<file path="src/trpf_pkg.sv">
// Package: widths, register codes and shared types of the peak finder.
`timescale 1ns / 1ps
package trpf_pkg;
	localparam int SAMPLE_W    = 16;
	localparam int POS_W       = 12;
	localparam int WSTART_W    = 12;
	localparam int WEND_W      = 13;
	localparam int FACTOR_W    = 16;
	localparam int MINW_W      = 13;
	localparam int CFG_IDX_W   = 2;
	localparam int CFG_DATA_W  = 16;
	localparam int IN_TDATA_W  = 16;
	localparam int OUT_TDATA_W = 16;
	localparam int OUT_TUSER_W = 2;
	localparam int SHORT_TRACE = 2;
	localparam int MIN_WINDOW  = 3;

	localparam logic [CFG_IDX_W-1:0] REG_WINDOW_START = 2'd0;
	localparam logic [CFG_IDX_W-1:0] REG_WINDOW_END   = 2'd1;
	localparam logic [CFG_IDX_W-1:0] REG_LEVEL_FACTOR = 2'd2;
	localparam logic [CFG_IDX_W-1:0] REG_MIN_WIDTH    = 2'd3;

	localparam logic [WSTART_W-1:0] WINDOW_START_RST = 12'd0;
	localparam logic [WEND_W-1:0]   WINDOW_END_RST   = 13'd4096;
	localparam logic [FACTOR_W-1:0] LEVEL_FACTOR_RST = 16'd32768;
	localparam logic [MINW_W-1:0]   MIN_WIDTH_RST    = 13'd1;

	typedef struct packed {
		logic lt;
		logic eq;
		logic gt;
	} cmp_res_t;
endpackage

</file>
<file path="src/trpf_cmp.sv">
// Shared magnitude comparator used by every pass of the sequencer.
`timescale 1ns / 1ps
module trpf_cmp import trpf_pkg::*; (
	input  logic [SAMPLE_W-1:0] a,
	input  logic [SAMPLE_W-1:0] b,
	output cmp_res_t            res
);
	always_comb begin
		res.lt = (a < b);
		res.eq = (a == b);
		res.gt = (a > b);
	end
endmodule

</file>
<file path="config.mk">
export PLATFORM = sky130hd
export DESIGN_NAME = trpf_cmp
export DESIGN_NICKNAME = d
export VERILOG_FILES = /design/src/trpf_pkg.sv /design/src/trpf_cmp.sv
export SDC_FILE = /design/constraint.sdc
export NUM_CORES = 1
export LEC_CHECK = 0
export BUFFER_PORTS_ARGS = -buffer_cell sky130_fd_sc_hd__buf_4
export CAP_MARGIN = 20
export CORE_AREA = 4 4 41 43
export DETAILED_ROUTE_END_ITERATION = 10
export DIE_AREA = 0 0 45 47
export PLACE_DENSITY_LB_ADDON = 0.08
export SLEW_MARGIN = 40
export SYNTH_ARGS = -nofsm -noshare
export SYNTH_HDL_FRONTEND = slang
export SYNTH_SLANG_ARGS = --single-unit
export TNS_END_PERCENT = 10
</file>
<file path="constraint.sdc">
create_clock -name vclk -period 1.85
set_input_delay 0.2775 -clock vclk [all_inputs]
set_output_delay 0.2775 -clock vclk [all_outputs]
set_load 0.01 [all_outputs]
</file>
Word level (Yosys, flattened, before mapping). Index checks and enable logic that the tools add are counted.

Flip-flop bits (word level): 0. Bits in latches: 0. Memory bits (writable): 0. ROM bits: 0. Word-level logic and storage cells: 3. Memories: 0.

$add $sub $neg: 0. Multipliers: 0. Divide/modulo/power cells: 0. Magnitude comparators: 2. Equality and inequality tests: 1. Shift-type cells: 0. Multiplexer cells: 0. Bitwise gates (word level): 0. Reduce and logical (&&, ||, !) cells: 0.

Operator list (number): $eq A16 B16 Y1 (1); $gt A16 B16 Y1 (1); $lt A16 B16 Y1 (1).

Depth between registers and ports, before layout. Gate-level depths: netlist (run 1).

Word-level depth: 1. Depth in mapped cells: 6. Gate-level depth less buffers: 6.

Worst setup path after synthesis (run 1). OpenSTA, ideal clock, no wires.

Path type: input to output. From: input port b[15]. To: output port res[0] in the netlist's numbering. Data arrival time: 1435 ps. Required time: 1572 ps. Slack: 137 ps. Cell stages on the path: 5. Buffers on the path: 0. Path through: inv_1 -> ha_1 -> nand4_2 -> nor4_1 -> a31oi_1.

RTL lines: start, declared (RTL line trpf_cmp.sv:5) `input logic [SAMPLE_W-1:0] b,`; end, declared (RTL line trpf_cmp.sv:6) `output cmp_res_t res`.

==> impl_metrics.ini, run 1 <==
[outcome]
status = finished, final reports clean

[floorplanning]
die_w_um = 45
start_util_pct = 31.7
core-area_mm2 = 0.00130
rows = 13
die-height_um = 47
ios = 35
dieArea_mm2 = 0.00212

[grt]
grt_max_degree = 4
grt_pass1_vias = 407
gr-total-overflow = 0
antenna_found_initial = 0
grt_first_pass_wirelength_um = 1500
track_usage_pct = 8.81

[worst_setup_path]
path_cells = buf_6 > inv_2 > ha_4 > nor2b_4 > o211ai_1 > a2111o_1 > and3_1 > buf_6
critPathLaunchType = primary input
crit_fanout = 2
arrival_ns = 1.50
crit_type = in2out
end_kind = output pin
crit_buf_inv = 3
cp_num_cells = 8
crit_slowest_cell = a2111o_1
worstPathRequired_ns = 1.57
path_common_cell = buf_6
critical-path-top-delay-family = compound AO/OA/AOI/OAI gates
critPathMaxStageDelay_ns = 0.38

[synthesis]
synth_area_um2 = 413
synthCells = 58
synth_cell_types = 16
synth_top_cell_by_area = ha_1
synth_area_per_cell_um2 = 7.12
ys_seq_area_share_pct = 0
synth_top_area_share_pct = 48.5
synthTopCellsByArea = ha_1 (48%), inv_1 (15%), a21oi_1 (7.3%), nand4_1 (4.5%), nand4_2 (3.0%)
yosysWarnings = 0
synth.net_count = 106

[finish]
antenna_cells = 0
final_nets = 145
seq_area_um2 = 0
seq_cells = 0
final_common_cell = buf_4
final_cell_area_um2 = 837
nClkBuffers = 0
layout-drive-gt1-share_pct = 50.5
final_cell_mix = buf_4 (34), inv_1 (16), ha_4 (8), ha_1 (8), a21oi_1 (6)
syn_to_final_growth_pct = 103

[placement]
port_buffers = 35
place_area_um2 = 709
dp.final_hpwl_um = 940
gp_congestion = 0.665

[pwr]
power_frac_seq_pct = 0
sw_frac_of_total_pct = 39.6
intPower_uw = 114
ir_worst_vdd_v = 0.000119
p_per_area_mw_per_mm2 = 226
leakage_nw = 0.440
combPwrFrac_pct = 100.0
p_total_uw = 189
power.switching_uw = 74.7
clockPowerShare_pct = 0

[hold_path]
holdPathEnd = res[1]
min_path_cells = 5
min_path_type = in2out
hp-start = a[1]

[sta]
hold_viol_final = 0
setup_viol = 0
finalCritPeriodShare_pct = 96.3
fmax_ghz = 0.561
max_slew_margin_pct = 77.8
worst_pin_slew_ns = 0.329
min_period_ns = 1.78
maxSlewViolCount = 0
rsz0062_at_grt = true

[routing]
wl_per_cell_um = 11.5
firstDrtPassIters = 2
avgViaCountPerCell = 4.71
wl_um = 1270
drt_iter0_drc = 4
drc_errors = 0
postRouteAntennaNets = 0
vias = 518

[flow_run]
max_cap_viol_count = 0

[clocking]
postCtsSetupBuffers = 0
-- stage by stage --
stage          setup WS [ns]  hold WS [ns]  utilization (%)   TNS, ns  cells
5_1_grt              -0.0250          1.11             64.3   -0.0250    110
4_1_cts             -0.00119          1.11             54.5  -0.00119    110
3_3_place_gp          0.0214          1.11             54.5         0    110
2_1_floorplan          0.137         0.880                -         0     58
6_report              0.0688          1.09             64.3         0    110
3_5_place_dp         -0.0190          1.11             54.5   -0.0200    110
-- synthesized netlist by cell type --
cell type / number
and3_1: 1
a21oi_1: 6
nand4_1: 3
nor2b_1: 1
o211ai_1: 1
nand2_1: 3
ha_1: 16
nor4_1: 1
o21ai_0: 2
a31oi_1: 1
nor2_1: 2
a22oi_1: 1
a211oi_1: 1
nand4_2: 1
a2111o_1: 1
inv_1: 17
-- cell type report --
cell class / instances / area [um^2]
fillers: 121 / 464
inverters: 17 / 63.8
multi-input cells: 41 / 465
well taps: 15 / 18.8
repair buffers: 37 / 289
-- what timing repair did --
item,4_1_cts,5_1_grt
hold buffers,0,0
pin swaps,1,2
gates resized for setup,0,14
setup endpoints to repair,2,2
-- worst max-delay path by stage --
stage	from	endpoint	slack, ns
finish	b[1]	res[2]	0.07
global route	b[15]	res[0]	-0.02
CTS	a[1]	res[2]	-0.001
detailed placement	a[1]	res[0]	-0.02
global placement	a[1]	res[0]	0.02
floorplan	b[15]	res[0]	0.14
-- routing by layer --
metal	share of wire, %	up-vias	global-route usage (%)	routed length, um
met5	0	-	0	0
met4	1.2	0	0	15
met3	7.0	2	0	89
met2	55	18	16.7	703
met1	36	220	11.9	458
li1	-	278	-	-
-- cell families after synthesis --
kind of cell	count (synthesis)	share of synthesized area, %
fa+ha+maj	16	48.5
compound gates	13	19.4
simple gates	12	16.7
buf+inv	17	15.5
-- power groups by stage --
stage               Combinational (mW)  Sequential [mW]  Clock, mW
CTS                              0.147                0          0
detailed placement               0.146                0          0
global placement                 0.144                0          0
global route                     0.211                0          0
finish                           0.189                0          0
floorplan                       0.0683                0          0
Note: power is estimated with default switching activity, not from simulation.
==> run 2: changes to the inputs <==
--- a/config.mk
+++ b/config.mk
@@ -5,12 +5,13 @@
 export SDC_FILE = /design/constraint.sdc
 export NUM_CORES = 1
 export LEC_CHECK = 0
+export ABC_AREA = 1
 export BUFFER_PORTS_ARGS = -buffer_cell sky130_fd_sc_hd__buf_4
 export CAP_MARGIN = 20
 export CORE_AREA = 4 4 41 43
 export DETAILED_ROUTE_END_ITERATION = 10
 export DIE_AREA = 0 0 45 47
-export PLACE_DENSITY_LB_ADDON = 0.08
+export PLACE_DENSITY = 0.65
 export SLEW_MARGIN = 40
 export SYNTH_ARGS = -nofsm -noshare
 export SYNTH_HDL_FRONTEND = slang
==> impl_metrics.ini, run 2 <==
[sta]
finalCritPeriodShare_pct = 87.4
tns_ns = 0
setup_viol = 0
fmax_ghz = 0.619
hold_ws_ns = 1.10
hold_viol_final = 0
worst_pin_slew_ns = 0.153
max_slew_margin_pct = 89.7
min_period_ns = 1.62
maxSlewViolCount = 0
rsz0062_at_grt = false

[routing]
drt_iter0_drc = 2
postRouteAntennaNets = 0
avgViaCountPerCell = 4.20
wl_um = 951
vias = 516
wl_per_cell_um = 7.73
drc_errors = 0
firstDrtPassIters = 2

[finish]
seq_area_um2 = 0
final_nets = 158
layout-drive-gt1-share_pct = 34.3
antenna_cells = 0
nClkBuffers = 0
final_cell_mix = buf_4 (35), inv_1 (20), nand2_1 (18), ha_1 (16), a21oi_1 (7)
seq_cells = 0
syn_to_final_growth_pct = 64.1
fin_cells = 123
final_common_cell = buf_4

[grt]
antenna_found_initial = 0
grt_first_pass_wirelength_um = 1500
track_usage_pct = 8.73
gr-total-overflow = 0
grt_pass1_vias = 462
grt_max_degree = 4

[floorplanning]
die_w_um = 45
die-height_um = 47
dieArea_mm2 = 0.00212
core-area_mm2 = 0.00130
start_util_pct = 33.7
rows = 13
ios = 35

[pwr]
p_total_uw = 144
leakage_nw = 0.472
ir_worst_vdd_v = 0.0000871
p_per_area_mw_per_mm2 = 199

[worst_setup_path]
end_kind = output pin
arrival_ns = 1.34
critical-path-top-delay-family = adder cells
path_cells = buf_4 > ha_1 > a21oi_1 > nand2_1 > a21oi_1 > and2_1 > buf_4
crit_slowest_cell = ha_1
crit_buf_inv = 2
crit_fanout = 3
crit_type = in2out
worstPathRequired_ns = 1.57
critPathMaxStageDelay_ns = 0.31
critPathLaunchType = primary input

[placement]
dp.final_hpwl_um = 932
port_buffers = 35
gp_congestion = 0.724
dp_cells = 123

[synthesis]
synthTopCellsByArea = ha_1 (46%), inv_1 (17%), nand2_1 (15%), a21oi_1 (8.0%), nor2_1 (3.4%)
synth_top_cell_by_area = ha_1
ys_seq_area_share_pct = 0
synth_cell_types = 12
synthCells = 73
synth_area_per_cell_um2 = 6.02
synth_area_um2 = 439
yosysWarnings = 0
synth_top_area_share_pct = 45.6
ys_top_cells_by_count = inv_1 (20), nand2_1 (18), ha_1 (16)
synth.net_count = 121
yosysMostFrequentCell = inv_1

[clocking]
cts-resized-gates = 0
postCtsSetupBuffers = 0
ctsHoldBuffers = 0

[flow_run]
max_cap_viol_count = 0

[outcome]
status = finished, final reports clean

[hold_path]
min_path_type = in2out
-- run 2: cell types whose count changed after synthesis, moves of 2 or more --
cell and delta:
nand2_1 +15, inv_1 +3, nand4_1 -2, nor2_1 +2
nor2_2 +2
-- run 2: routing by layer --
layer / part of all wire, % / GRT usage (%) / routed length (um) / vias up
li1: - / - / - / 299
met1: 42 / 8.54 / 399 / 198
met2: 49 / 20.3 / 465 / 19
met3: 9.0 / 0.383 / 86 / 0
met4: 0 / 0 / 0 / 0
met5: 0 / 0 / 0 / -
-- run 2: layout make-up --
cell class / instances / area (um^2)
fillers: 130 / 581
repair buffers: 35 / 263
multi-input cells: 52 / 360
inverters: 21 / 78.8
well taps: 15 / 18.8
-- run 2: kinds of logic (layout without fill, tap and decap cells) --
group                    after synthesis  in the layout  synth area share, %
buffers and inverters                 21             56                 17.9
AND/OR/NAND/NOR                       27             27                 25.6
AO/OA/AOI/OAI                          9              9                 10.8
adder cells (fa/ha/maj)               16             16                 45.6
-- run 2: tightest hold or removal path, cell delays in order --
cell     delay (ns)
buf_4          0.08
ha_1           0.11
nand4_1        0.07
nor2_1         0.14
buf_4          0.15
-- run 2: report_power, final --
group          internal [mW]  switching [mW]
logic                 0.0855          0.0581
clock network              0               0
registers                  0               0
total                 0.0855          0.0581
-- run 2: path summary, 6_finish.rpt --
path,from,endpoint,slack (ns),cells after the start
setup / recovery,a[11],res[2],0.23,7
hold / removal,b[0],res[1],1.10,5
-- run 2: through the flow --
step | area, um^2 | util (%) | worst slack, ns
global route | 721 | 55.4 | 0.0833
detailed placement | 721 | 55.4 | 0.226
CTS | 721 | 55.4 | 0.227
finish | 721 | 55.4 | 0.233
floorplan | 439 | - | 0.428
global placement | 721 | 55.4 | 0.220
